## config.mk

```make
export PLATFORM = sky130hd
export DESIGN_NAME = fifo_thread_scheduler_core
export DESIGN_NICKNAME = d
export VERILOG_FILES = /design/src/rtl/core/fts_pkg.sv /design/src/rtl/core/fifo_thread_scheduler_core.sv /design/src/rtl/core/fts_ram.sv /design/src/rtl/core/fts_ring.sv
export SDC_FILE = /design/constraint.sdc
export NUM_CORES = 1
export LEC_CHECK = 0
export BUFFER_PORTS_ARGS = -buffer_cell sky130_fd_sc_hd__buf_2
export CORE_MARGIN = 3
export CORE_UTILIZATION = 55
export DETAILED_ROUTE_END_ITERATION = 6
export PLACE_DENSITY = 0.8
export SYNTH_ARGS = -nofsm -noshare
export SYNTH_HDL_FRONTEND = slang
export SYNTH_SLANG_ARGS = --single-unit
```

## constraint.sdc

```tcl
create_clock -name clk -period 6.1 [get_ports clk]
set_input_delay 1.83 -clock clk [delete_from_list [all_inputs] [get_ports clk]]
set_output_delay 1.83 -clock clk [all_outputs]
set_load 0.05 [all_outputs]
```

## src/rtl/core/fts_pkg.sv

```systemverilog
// fts_pkg: shared types and constants of the fifo thread scheduler
// no dependencies; imported by the ring, the top level and the checker

package fts_pkg;

  localparam int THREAD_COUNT = 64;
  localparam int TID_W        = 6;
  localparam int CMD_W        = 3;
  localparam int ST_W         = 2;
  localparam int CNT_W        = $clog2(THREAD_COUNT + 1);

  typedef enum logic [CMD_W-1:0] {
    CMD_START    = 3'd0,
    CMD_READY    = 3'd1,
    CMD_PREEMPT  = 3'd2,
    CMD_WAIT     = 3'd3,
    CMD_SCHEDULE = 3'd4
  } cmd_t;

  typedef enum logic [ST_W-1:0] {
    TS_UNUSED  = 2'd0,
    TS_READY   = 2'd1,
    TS_RUNNING = 2'd2,
    TS_WAITING = 2'd3
  } tstate_t;

  // requests from the control logic to the ready ring
  typedef struct packed {
    logic             rd_head;
    logic             push;
    logic             pop;
    logic [TID_W-1:0] push_tid;
  } ring_req_t;

  // ring status back to the control logic
  typedef struct packed {
    logic             empty;
    logic             full;
    logic [TID_W-1:0] head_tid;
  } ring_sts_t;

endpackage

```

## src/rtl/core/fifo_thread_scheduler_core.sv

```systemverilog
// fifo_thread_scheduler_core: top level of the fifo thread scheduler
// depends on fts_pkg, fts_ram and fts_ring

// Keeps a 2-bit state (unused, ready, running, waiting) for each of 64
// threads in a small memory and a first-in first-out ready queue of thread
// ids in a ring memory. Each accepted item is one event (start, ready,
// preempt, wait, schedule) and gives exactly one result item: status 0 when
// the event applied, 1 when it was rejected, plus the popped thread on a
// successful schedule. An item is accepted in the idle state, which reads
// the thread state and the queue head from the memories (registered read),
// and completes in the exec state, which checks, writes back and loads the
// result register once it is free. A new item is taken only after the
// previous one completes, while its result may still wait on the output.
// The thread states read as unused after reset through per-thread valid
// flags, so no clearing pass is needed.

module fifo_thread_scheduler_core (
  input  logic                       clk,
  input  logic                       rst_n,
  input  logic                       in_valid,
  output logic                       in_stall,
  input  logic [fts_pkg::CMD_W-1:0]  in_command,
  input  logic [fts_pkg::TID_W-1:0]  in_thread_id,
  output logic                       out_valid,
  input  logic                       out_stall,
  output logic                       out_status,
  output logic [fts_pkg::TID_W-1:0]  out_next_thread,
  output logic                       out_next_valid
);
  import fts_pkg::*;

  // one-hot sequencer: idle takes an item, exec does the read-modify-write
  typedef enum logic [1:0] {
    S_IDLE = 2'b01,
    S_EXEC = 2'b10
  } seq_t;

  seq_t              state_r, state_nxt;
  logic [CMD_W-1:0]  cmd_r;
  logic [TID_W-1:0]  tid_r;
  logic              accept;
  logic              go;

  // thread state memory and its written flags
  logic [THREAD_COUNT-1:0] written_r, written_nxt;
  logic                    st_we;
  logic [TID_W-1:0]        st_waddr;
  tstate_t                 st_wdata;
  logic [ST_W-1:0]         st_rdata;
  tstate_t                 cur_st;

  ring_req_t ring_req;
  ring_sts_t ring_sts;

  // result register
  logic             out_valid_r, out_valid_nxt;
  logic             out_status_r;
  logic [TID_W-1:0] out_next_thread_r;
  logic             out_next_valid_r;
  logic             res_status;
  logic [TID_W-1:0] res_thread;
  logic             res_valid;

  assign in_stall = (state_r != S_IDLE);
  assign accept   = in_valid && !in_stall;
  // the result register must be free before an item completes
  assign go       = (state_r == S_EXEC) && !(out_valid_r && out_stall);

  fts_ram #(
    .WIDTH(ST_W),
    .DEPTH(THREAD_COUNT)
  ) u_state_ram (
    .clk  (clk),
    .we   (st_we),
    .waddr(st_waddr),
    .wdata(st_wdata),
    .re   (accept),
    .raddr(in_thread_id),
    .rdata(st_rdata)
  );

  fts_ring u_ring (
    .clk  (clk),
    .rst_n(rst_n),
    .req  (ring_req),
    .sts  (ring_sts)
  );

  // a never-written entry reads as unused
  assign cur_st = written_r[tid_r] ? tstate_t'(st_rdata) : TS_UNUSED;

  // event decode; memory writes only happen on the completing cycle, and
  // the next read comes in a later cycle from idle, so no forwarding is required
  always_comb begin
    res_status        = 1'b1;
    res_thread        = '0;
    res_valid         = 1'b0;
    st_we             = 1'b0;
    st_waddr          = tid_r;
    st_wdata          = TS_UNUSED;
    ring_req.rd_head  = accept;
    ring_req.push     = 1'b0;
    ring_req.pop      = 1'b0;
    ring_req.push_tid = tid_r;
    case (cmd_r)
      CMD_START: begin
        if (cur_st == TS_UNUSED) begin
          st_we      = go;
          st_wdata   = TS_WAITING;
          res_status = 1'b0;
        end
      end
      CMD_READY: begin
        if (cur_st == TS_WAITING && !ring_sts.full) begin
          st_we         = go;
          st_wdata      = TS_READY;
          ring_req.push = go;
          res_status    = 1'b0;
        end
      end
      CMD_PREEMPT: begin
        if (cur_st == TS_RUNNING && !ring_sts.full) begin
          st_we         = go;
          st_wdata      = TS_READY;
          ring_req.push = go;
          res_status    = 1'b0;
        end
      end
      CMD_WAIT: begin
        if (cur_st == TS_RUNNING) begin
          st_we      = go;
          st_wdata   = TS_WAITING;
          res_status = 1'b0;
        end
      end
      CMD_SCHEDULE: begin
        // queue head was read at accept time
        if (!ring_sts.empty) begin
          st_we        = go;
          st_waddr     = ring_sts.head_tid;
          st_wdata     = TS_RUNNING;
          ring_req.pop = go;
          res_status   = 1'b0;
          res_thread   = ring_sts.head_tid;
          res_valid    = 1'b1;
        end
      end
      default: begin
        // unknown command: rejected, nothing changes
        res_status = 1'b1;
      end
    endcase
  end

  always_comb begin
    written_nxt = written_r;
    if (st_we) begin
      written_nxt[st_waddr] = 1'b1;
    end
  end

  always_comb begin
    state_nxt = state_r;
    case (state_r)
      S_IDLE: begin
        if (accept) begin
          state_nxt = S_EXEC;
        end
      end
      S_EXEC: begin
        if (go) begin
          state_nxt = S_IDLE;
        end
      end
      default: begin
        state_nxt = S_IDLE;
      end
    endcase
  end

  always_comb begin
    out_valid_nxt = out_valid_r;
    if (go) begin
      out_valid_nxt = 1'b1;
    end else if (out_valid_r && !out_stall) begin
      out_valid_nxt = 1'b0;
    end
  end

  // control state
  always_ff @(posedge clk) begin
    if (!rst_n) begin
      state_r     <= S_IDLE;
      written_r   <= '0;
      out_valid_r <= 1'b0;
    end else begin
      state_r     <= state_nxt;
      written_r   <= written_nxt;
      out_valid_r <= out_valid_nxt;
    end
  end

  // payload registers
  always_ff @(posedge clk) begin
    if (accept) begin
      cmd_r <= in_command;
      tid_r <= in_thread_id;
    end
    if (go) begin
      out_status_r      <= res_status;
      out_next_thread_r <= res_thread;
      out_next_valid_r  <= res_valid;
    end
  end

  assign out_valid       = out_valid_r;
  assign out_status      = out_status_r;
  assign out_next_thread = out_next_thread_r;
  assign out_next_valid  = out_next_valid_r;

endmodule

```

## src/rtl/core/fts_ram.sv

```systemverilog
// fts_ram: generic single write, single read memory with registered read
// no dependencies

module fts_ram #(
  parameter int WIDTH = 8,
  parameter int DEPTH = 64
) (
  input  logic                     clk,
  input  logic                     we,
  input  logic [$clog2(DEPTH)-1:0] waddr,
  input  logic [WIDTH-1:0]         wdata,
  input  logic                     re,
  input  logic [$clog2(DEPTH)-1:0] raddr,
  output logic [WIDTH-1:0]         rdata
);

  logic [WIDTH-1:0] mem_r [DEPTH];
  logic [WIDTH-1:0] rdata_r;

  always_ff @(posedge clk) begin
    if (we) begin
      mem_r[waddr] <= wdata;
    end
    if (re) begin
      rdata_r <= mem_r[raddr];
    end
  end

  assign rdata = rdata_r;

endmodule

```

## src/rtl/core/fts_ring.sv

```systemverilog
// fts_ring: ready queue as a ring store with head, tail and fill count
// depends on fts_pkg and fts_ram

module fts_ring (
  input  logic              clk,
  input  logic              rst_n,
  input  fts_pkg::ring_req_t req,
  output fts_pkg::ring_sts_t sts
);
  import fts_pkg::*;

  logic [TID_W-1:0] head_r, head_nxt;
  logic [TID_W-1:0] tail_r, tail_nxt;
  logic [CNT_W-1:0] count_r, count_nxt;
  logic [TID_W-1:0] rdata;

  fts_ram #(
    .WIDTH(TID_W),
    .DEPTH(THREAD_COUNT)
  ) u_ring_ram (
    .clk  (clk),
    .we   (req.push),
    .waddr(tail_r),
    .wdata(req.push_tid),
    .re   (req.rd_head),
    .raddr(head_r),
    .rdata(rdata)
  );

  always_comb begin
    head_nxt  = head_r;
    tail_nxt  = tail_r;
    count_nxt = count_r;
    if (req.push) begin
      tail_nxt  = tail_r + 1'b1;
      count_nxt = count_r + 1'b1;
    end else if (req.pop) begin
      head_nxt  = head_r + 1'b1;
      count_nxt = count_r - 1'b1;
    end
  end

  always_ff @(posedge clk) begin
    if (!rst_n) begin
      head_r  <= '0;
      tail_r  <= '0;
      count_r <= '0;
    end else begin
      head_r  <= head_nxt;
      tail_r  <= tail_nxt;
      count_r <= count_nxt;
    end
  end

  assign sts.empty    = (count_r == '0);
  assign sts.full     = (count_r >= CNT_W'(THREAD_COUNT));
  assign sts.head_tid = rdata;

endmodule

```

==> flow_summary.json, run 1 <==
{
  "syn_nets": 1434,
  "cp_slowest_stage_delay_ns": 0.83,
  "dr_total_vias": 13700,
  "wl_per_cell_um": 27.4,
  "slew_headroom_pct": 26.0,
  "ir_drop_mv": 0.260,
  "dieWidth_um": 220,
  "cts_sinks": 623,
  "clk_latency_ns": 0.65,
  "dp_hpwl_mm": 32.9,
  "layoutNonFillerInstCount": 2052,
  "synth_edf_count": 537,
  "synth.top_cell.area_share_pct": 63.9,
  "area.growth.synth_to_final_pct": 9.73,
  "crit_buf_inv": 1,
  "crit_chain": "buf_12, mux4_2, nand3b_1, a31oi_1, a311o_1, and3_1, nand4b_1, nor2_1",
  "period_needed_ns": 4.69,
  "place_ws_ns": 0.936,
  "routed_wl_mm": 56.3,
  "cp-end-kind": "register",
  "yosysWarnings": 0,
  "setup_viol": 0,
  "cts_max_level": 2,
  "post_cts_resized": 0,
  "drcViolationCount": 0,
  "cts_tree": "yes",
  "grt_pass1_wl_mm": 86.2,
  "core-area_um2": 44800,
  "status": "finished clean",
  "io_buffers": 22,
  "finClkSkew_ns": 0.0531,
  "worst_pin_slew_ns": 1.11,
  "syn_area_um2": 25200,
  "post_cts_buffers": 0,
  "hold_ws_ns": 0.447,
  "die_area_um2": 48500,
  "synth_largest_area_cell": "edfxtp_1",
  "cp_slowest_cell": "nor2_1",
  "ys_seq_area_share_pct": 70.8,
  "numCtsBuffers": 59,
  "syn_area_per_cell_um2": 17.8,
  "fin_setup_tns_ns": 0,
  "clk_pin_slew_ns": 0.06,
  "synth-seq-cells": 623,
  "placed_cells": 1943,
  "first_global_vias": 13600,
  "hold_viol": 0,
  "p_leak_nw": 8.42,
  "io_pins": 23,
  "drive_above_1_share_pct": 22.7,
  "cts-root-buf": "clkbuf_16",
  "netlist_instances": 1413,
  "finalWorstSetupSlack_ns": 1.41,
  "first_iter_violations": 1961,
  "hp-class": "register to register",
  "start_kind": "register",
  "cts_hold_buf": 0,
  "cp.required_ns": 6.35,
  "post-route-period-util_pct": 76.9,
  "multiInputGateArea_um2": 6820,
  "max_freq_mhz": 213,
  "synth_common_cells": "edfxtp_1, mux4_2, nand2_1",
  "power.density_nw_per_um2": 308,
  "drv_slew": 0,
  "ys.flop_type": "edfxtp_1",
  "synthArstFlopShare_pct": 0,
  "synthDistinctLibCells": 53,
  "path_class": "register to register",
  "routabilityCongestion": 0.833,
  "viasPerCell": 6.67,
  "fill_cells": 3000,
  "cts.path.max_buffers": 3,
  "worstPathArrival_ns": 4.94,
  "path_max_fanout": 80,
  "dr.pass1.iters": 5,
  "ff_latch_area_um2": 17900,
  "synth.area.top_cells": "edfxtp_1, mux4_2, dfxtp_1, o31ai_1, nand2_1",
  "core.rowCount": 77,
  "fin_nets": 1433,
  "yosysMostFrequentCell": "edfxtp_1",
  "grt_remaining_overflow": 0,
  "drv_cap": 0,
  "antenna_found_initial": 2,
  "initial_utilization_pct": 56.3,
  "die_h_um": 220,
  "track_usage_pct": 23.9,
  "drtAntennaViolNets": 0,
  "rsz0062_at_grt": "no",
  "diodes": 0,
  "crit_family": "simple AND/OR/NAND/NOR gates",
  "grt_max_degree": 81
}
==> sequential cells by signal, indices dropped and copies added, names as in the netlist <==
register and cells:
out_next_thread 6, written_r 64, u_state_ram.rdata 2, u_ring.head_r 6, state_r 2, u_ring.tail_r 6, out_next_valid 1, tid_r 6
cmd_r 3, u_ring.count_r 7, out_valid 1, out_status 1, u_state_ram.mem_r 128, u_ring.u_ring_ram.rdata 6, u_ring.u_ring_ram.mem_r 384
==> worst paths after layout <==
check | from | to | slack, ns | cells past startpoint
worst max register to register | tid_r[2] | u_ring.u_ring_ram.mem_r[57][5] | 1.41 | 8
worst min-delay path | written_r[4] | written_r[4] | 0.45 | 2
worst max-delay path | tid_r[2] | u_ring.u_ring_ram.mem_r[57][5] | 1.41 | 8
worst min register to register | written_r[4] | written_r[4] | 0.45 | 2
==> power breakdown <==
part / internal, mW / leakage, nW / switching (mW) / total [mW]
combinational: 0.0609 / 1.89 / 0.177 / 0.238
clock: 2.02 / 0.946 / 1.61 / 3.63
sequential: 4.64 / 5.58 / 0.0186 / 4.66
==> worst min-delay path, stage by stage (launching register included) <==
cell	delay, ns
dfxtp_1	0.32
nand2_1	0.05
o31ai_1	0.05
==> kinds of logic after synthesis <==
kind of cell	after synthesis	share of synthesized area (%)
compound gates	126	3.62
xor+xnor	10	0.347
fa+ha+maj	8	0.427
buf+inv	115	2.25
flops	623	70.8
mux	191	16.4
simple gates	340	6.18
==> routing by layer <==
metal,wire length (µm),GRT usage [%],vias to the layer above
li1,-,-,5684
met1,21800,34.5,7046
met2,27300,37.8,833
met3,5620,4.92,124
met4,1590,6.48,4
met5,27,0,-
==> placed cells by master (no fill, tap or decap), types with 12 or more instances in the layout <==
cell,n
a21oi_1,19
nand3_1,14
nand2_1,111
clkbuf_16,59
clkinv_2,12
nor3_1,72
mux2i_1,13
o31ai_1,67
buf_4,17
nor2_1,84
mux4_2,178
dfxtp_1,83
edfxtp_1,537
buf_2,22
==> stage by stage <==
step	total power, mW	utilization (%)	instance area, µm²
6_report	8.52	61.8	27700
5_1_grt	8.74	61.8	27700
4_1_cts	8.55	61.8	27700
3_5_place_dp	4.99	57.5	25700
3_3_place_gp	4.98	57.5	25700
2_1_floorplan	4.91	-	25200
==> final cells by class <==
class                           count  area share, %
Tap cell                          592           2.68
Inverter                           12          0.163
Sequential cell                   623           64.5
Timing Repair Buffer               41           1.00
Multi-Input combinational cell    675           24.6
Clock inverter                     35           1.17
Clock buffer                       74           5.83
Power figures use the tool's default switching activity.
==> run 2: changes to the inputs <==
clock period = 4.8 ns   (was 6.1 ns; I/O delays follow)
==> run 2 against run 1 <==
Via count up 0.25%. Register-to-register slack worse by 0.81 ns. Largest power group unchanged. Utilization up 0.073 points. Final area up 0.12%. Clock power up 25%. Sequential share of layout area down 0.076 points. Sequential cell count unchanged.
==> flow_summary.json, run 2 (synthesis results as in run 1) <==
{
  "crit_chain": "buf_4, mux2i_1, a31oi_1, a31o_2, a311o_1, and3_1, inv_2, ha_1, a21o_1, a21oi_1, o21bai_1, a21oi_1, xnor2_1, o21ai_0, a21oi_1",
  "die_area_um2": 48500,
  "status": "finished clean",
  "dieWidth_um": 220,
  "topRoutingLayerUsed": "met4",
  "r2r_slack_ns": 0.60,
  "area.growth.synth_to_final_pct": 9.86,
  "power.density_nw_per_um2": 388,
  "drive_above_1_share_pct": 21.9,
  "diodes": 0,
  "clk_pin_slew_ns": 0.06,
  "io_buffers": 22,
  "cp.required_ns": 5.32,
  "core.rowCount": 77,
  "path_class": "register to register",
  "antenna_found_initial": 0,
  "hold_viol": 0,
  "cp_slowest_cell": "edfxtp_1",
  "numCtsBuffers": 58,
  "setup_viol": 0,
  "cts_sinks": 623,
  "cts-root-buf": "clkbuf_16",
  "wl_met2_mm": 27.2,
  "routed_wl_mm": 56.1,
  "grt_pass1_wl_mm": 85.6,
  "cp_slowest_stage_delay_ns": 1.02,
  "post_cts_resized": 0,
  "slew_headroom_pct": 28.2,
  "final_common_cell": "edfxtp_1",
  "start_kind": "register",
  "p_leak_nw": 8.43,
  "grt_remaining_overflow": 0,
  "drv_cap": 0,
  "regMostFlops": "u_ring.u_ring_ram.mem_r",
  "clk_latency_ns": 0.62,
  "drv_slew": 0,
  "cts_max_level": 2,
  "post_cts_buffers": 0,
  "dr_total_vias": 13700,
  "cp-startpoint": "tid_r[2]",
  "first_global_vias": 13700,
  "rr_endpoint": "u_ring.count_r[5]",
  "reg_top3": "u_ring.u_ring_ram.mem_r x384, u_state_ram.mem_r x128, written_r x64",
  "hold_ws_ns": 0.448,
  "dp_hpwl_mm": 33.0,
  "max_freq_mhz": 238,
  "layout_common_cells": "edfxtp_1, mux4_2, nand2_1",
  "cts_hold_buf": 0,
  "rr_worst_depth": 15,
  "timing.rr.start": "tid_r[2]",
  "initial_utilization_pct": 56.3,
  "dr.pass1.iters": 5,
  "core-area_um2": 44800,
  "place_ws_ns": 0.557,
  "track_usage_pct": 23.7,
  "cts_tree": "yes",
  "fin_util_pct": 61.8,
  "period_needed_ns": 4.20,
  "cp-end-kind": "register",
  "io_pins": 23,
  "die_h_um": 220,
  "routabilityCongestion": 0.834,
  "cp-endpoint": "u_ring.count_r[5]",
  "crit_top_cell": "a21oi_1",
  "ir_drop_mv": 0.321,
  "hp-class": "register to register",
  "first_iter_violations": 1969,
  "layoutNonFillerInstCount": 2062,
  "hold_start": "written_r[25]",
  "placed_cells": 1954,
  "wl_met1_mm": 22.1,
  "viasPerCell": 6.66,
  "wl_met3_mm": 5.28,
  "largest_register_ffs": 384,
  "worst_pin_slew_ns": 1.08,
  "worstPathArrival_ns": 4.72,
  "wl_per_cell_um": 27.2,
  "path_max_fanout": 20,
  "rsz0062_at_grt": "no",
  "finalWorstSetupSlack_ns": 0.602,
  "cts.path.max_buffers": 3,
  "post-route-period-util_pct": 87.5,
  "finClkSkew_ns": 0.0336,
  "drcViolationCount": 0,
  "fin_nets": 1443,
  "grt_max_degree": 69,
  "drtAntennaViolNets": 0,
  "fin_setup_tns_ns": 0
}
## run 2: cell types whose count changed in the layout (fill, tap and decap cells not counted), sizes merged
cell and delta:
buf +11, clkinvlp -5, bufinv +2, clkinv +7, clkbuf -1, inv -4
## run 2: layout make-up
class	instances	area (µm²)
Sequential cell	623	17900
Fill cell	2984	17100
Multi-Input combinational cell	675	6820
Clock buffer	73	1560
Tap cell	592	741
Timing Repair Buffer	52	373
Clock inverter	35	314
Inverter	12	45.0
## run 2: through the flow
| stage | total power [mW] | cell area [µm²] |
|---|---|---|
| final | 10.7 | 27700 |
| after global placement | 6.33 | 25800 |
| after CTS | 10.8 | 27700 |
| after detailed placement | 6.34 | 25800 |
| after global routing | 11.0 | 27700 |
| after floorplan | 6.24 | 25200 |
## run 2: metal layers
layer / global-route usage [%] / vias up
met3: 4.26 / 122
met4: 6.59 / 0
met5: 0 / -
met1: 34.2 / 7091
li1: - / 5707
met2: 38.0 / 805
## run 2: worst max-delay path: cells and delay by family, from the launching register on
family | cells | cell delay [ns]
fa+ha+maj | 1 | 0.28
simple gates | 1 | 0.23
flops | 1 | 1.02
xor+xnor | 1 | 0.13
mux | 1 | 0.19
compound gates | 9 | 1.70
buf+inv | 2 | 0.53
## run 2: power breakdown
group	total (mW)	internal (mW)	switching (mW)
clock network	4.52	2.57	1.95
logic	0.306	0.0816	0.224
registers	5.92	5.90	0.0222
## run 2: how the worst min path moves through the flow
stage	to	slack, ns	cells after the start
after global placement	written_r[39]	0.43	2
after detailed placement	written_r[24]	0.43	2
after CTS	written_r[24]	0.45	2
after floorplan	written_r[14]	0.42	2
final	written_r[25]	0.45	2
after global routing	written_r[24]	0.48	2
==> run 3: changes to the inputs <==
SYNTH_HIERARCHICAL = 1   (was default)
==> run 3 against run 2 <==
Utilization is 0.27 points higher. Critical path type unchanged. Count of clock-buffer cells in the layout rose by 1. Maximum frequency down 10%. Largest cell class unchanged. Combinational power decreased by 1%. Synthesized area grew 1.5%. Cell count up 6.7%.
==> flow_summary.json, run 3 <==
{
  "status": "finished clean",
  "core.rowCount": 78,
  "drive_above_1_share_pct": 21.4,
  "power_mw": 11.1,
  "grt_pass1_wl_mm": 86.4,
  "clk_latency_ns": 0.63,
  "syn_nets": 1542,
  "netlist_instances": 1521,
  "worst_pin_slew_ns": 1.13,
  "numCtsBuffers": 59,
  "first_iter_violations": 1649,
  "yosysWarnings": 6,
  "ys_seq_area_share_pct": 69.7,
  "path_class": "register to register",
  "final_common_cell": "edfxtp_1",
  "cp_slowest_stage_delay_ns": 0.81,
  "wl_per_cell_um": 25.5,
  "hold_ws_ns": 0.451,
  "synthDistinctLibCells": 73,
  "regMostFlops": "u_ring/u_ring_ram/mem_r",
  "crit_family": "simple AND/OR/NAND/NOR gates",
  "post-route-period-util_pct": 97.6,
  "initial_utilization_pct": 56.0,
  "timing.rr.start": "tid_r[1]",
  "hold_start": "written_r[18]",
  "slew_headroom_pct": 24.9,
  "core-area_um2": 45700,
  "diodes": 0,
  "cts_tree": "yes",
  "dp_hpwl_mm": 34.7,
  "hold_path_depth": 2,
  "drtAntennaViolNets": 0,
  "cp.required_ns": 5.07,
  "fin_setup_tns_ns": 0,
  "yosysMostFrequentCell": "edfxtp_1",
  "syn_area_per_cell_um2": 16.8,
  "hold_viol": 0,
  "drcViolationCount": 0,
  "period_needed_ns": 4.68,
  "clk_pin_slew_ns": 0.07,
  "synth_top_family_by_area": "multiplexers",
  "worstPathArrival_ns": 4.95,
  "drv_cap": 0,
  "rr_worst_depth": 10,
  "synth_edf_count": 537,
  "synth.top_cell.area_share_pct": 63.0,
  "yosys.area_share.simple_pct": 7.41,
  "crit_chain": "buf_4, nand2b_1, o21ai_0, o221ai_2, a32oi_1, or3b_2, nor4_4, buf_4, nand3_1, nor2_1",
  "grt_max_degree": 67,
  "path_max_fanout": 27,
  "synth_mux_area_share_pct": 13.9,
  "fill_cells": 3057,
  "place_ws_ns": 0.268,
  "cp_slowest_cell": "edfxtp_1",
  "synth_xor_area_share_pct": 0.411,
  "area.growth.synth_to_final_pct": 10.8,
  "antenna_found_initial": 0,
  "rr_endpoint": "u_ring/u_ring_ram/mem_r[37][4]",
  "synth_common_cells": "edfxtp_1, nor2_1, mux4_2",
  "dr_total_vias": 14200,
  "io_buffers": 22,
  "track_usage_pct": 22.8,
  "hp-class": "register to register",
  "finClkSkew_ns": 0.0607,
  "whs_endpoint": "written_r[18]",
  "p_leak_nw": 8.73,
  "crit_top_cell": "buf_4",
  "dr.pass1.iters": 6,
  "r2r_slack_ns": 0.12,
  "synth-seq-cells": 623,
  "synth.area.top_cells": "edfxtp_1, mux4_2, dfxtp_1, nor2_1, nand2_1",
  "synth_largest_area_cell": "edfxtp_1",
  "start_kind": "register",
  "power.density_nw_per_um2": 391,
  "max_freq_mhz": 214,
  "routed_wl_mm": 56.2,
  "drv_slew": 0,
  "crit_buf_inv": 2,
  "fin_nets": 1572,
  "routabilityCongestion": 0.866,
  "cts.path.max_buffers": 3,
  "die_area_um2": 49200,
  "viasPerCell": 6.47,
  "cp-end-kind": "register",
  "ir_drop_mv": 0.407,
  "ys.flop_type": "edfxtp_1",
  "die_h_um": 222,
  "io_pins": 23,
  "largest_register_ffs": 384,
  "layout_common_cells": "edfxtp_1, nor2_1, mux4_2",
  "post_cts_buffers": 0,
  "rsz0062_at_grt": "yes",
  "cts_sinks": 623,
  "dieWidth_um": 222,
  "first_global_vias": 14400,
  "reg_top3": "u_ring/u_ring_ram/mem_r x384, u_state_ram/mem_r x128, written_r x64",
  "finalWorstSetupSlack_ns": 0.116,
  "synthArstFlopShare_pct": 0,
  "cts_max_level": 2,
  "grt_remaining_overflow": 0,
  "cts-root-buf": "clkbuf_16",
  "synth-adder-area-share_pct": 0.420,
  "setup_viol": 0,
  "cts_hold_buf": 0,
  "syn_area_um2": 25600,
  "synth-compound-area-share_pct": 5.80,
  "post_cts_resized": 0
}
[run 3: cell count changes in the layout (fill, tap and decap cells not counted), sizes merged, moves of 11 or more]
cell    before  now
and2         7   21
mux2         0   15
mux2i       13   31
mux4       178  136
nand2b       5   16
nor2        86  155
nor2b        4   18
nor3        72   10
o21ai        8   19
o22ai        1   14
[run 3: per-layer routing]
metal	routed length (µm)	GRT usage, %	vias to the layer above
li1	-	-	6074
met5	0	0	-
met1	21000	30.1	7288
met4	1820	7.99	0
met3	4350	3.54	132
met2	29000	38.9	755
[run 3: how the worst max path moves through the flow]
stage,from,endpoint,slack [ns],depth (start not counted)
6_report,tid_r[1],u_ring/u_ring_ram/mem_r[37][4],0.12,10
5_1_grt,tid_r[1],u_ring/u_ring_ram/mem_r[61][2],-0.03,10
3_3_place_gp,tid_r[1],u_ring/u_ring_ram/mem_r[61][4],0.47,10
3_5_place_dp,tid_r[1],u_ring/u_ring_ram/mem_r[29][5],0.27,10
4_1_cts,tid_r[1],u_ring/u_ring_ram/mem_r[29][2],0.26,10
2_1_floorplan,tid_r[1],u_ring/count_r[6],0.18,14
[run 3: metrics by stage]
| step | utilization [%] | std cells | instance area, µm² |
|---|---|---|---|
| after floorplan | - | 1521 | 25600 |
| after global placement | 57.6 | 2090 | 26300 |
| after detailed placement | 57.6 | 2090 | 26300 |
| after CTS | 62.1 | 2201 | 28400 |
| after global routing | 62.1 | 2201 | 28400 |
| final | 62.1 | 2201 | 28400 |
[run 3: cells by family after synthesis]
family,Yosys count
AOI/OAI and AO/OA,183
and+or+nand+nor,406
buffers and inverters,107
adders and majority gates,8
muxes,182
xor gates and xnor gates,12
DFF,623
[run 3: final cells by class]
class,count,area (µm²),share of cell area [%]
repair buffers,58,430,1.52
well taps,600,751,2.65
clock inverters,37,472,1.66
flip-flops and latches,623,17900,62.9
clock buffers,74,1590,5.62
multi-input cells,791,7200,25.4
inverters,18,67.6,0.238
[run 3: worst register-to-register path, cell delays in order (launching register included)]
cell and delay, ns:
edfxtp_1 0.81, buf_4 0.43, nand2b_1 0.17, o21ai_0 0.12, o221ai_2 0.26, a32oi_1 0.15, or3b_2 0.53, nor4_4 0.25
buf_4 0.29, nand3_1 0.61, nor2_1 0.71
[run 3: power by group]
group	internal (mW)	switching (mW)	total [mW]
sequential	5.90	0.0184	5.92
combinational	0.0746	0.227	0.302
clock	2.90	1.99	4.88
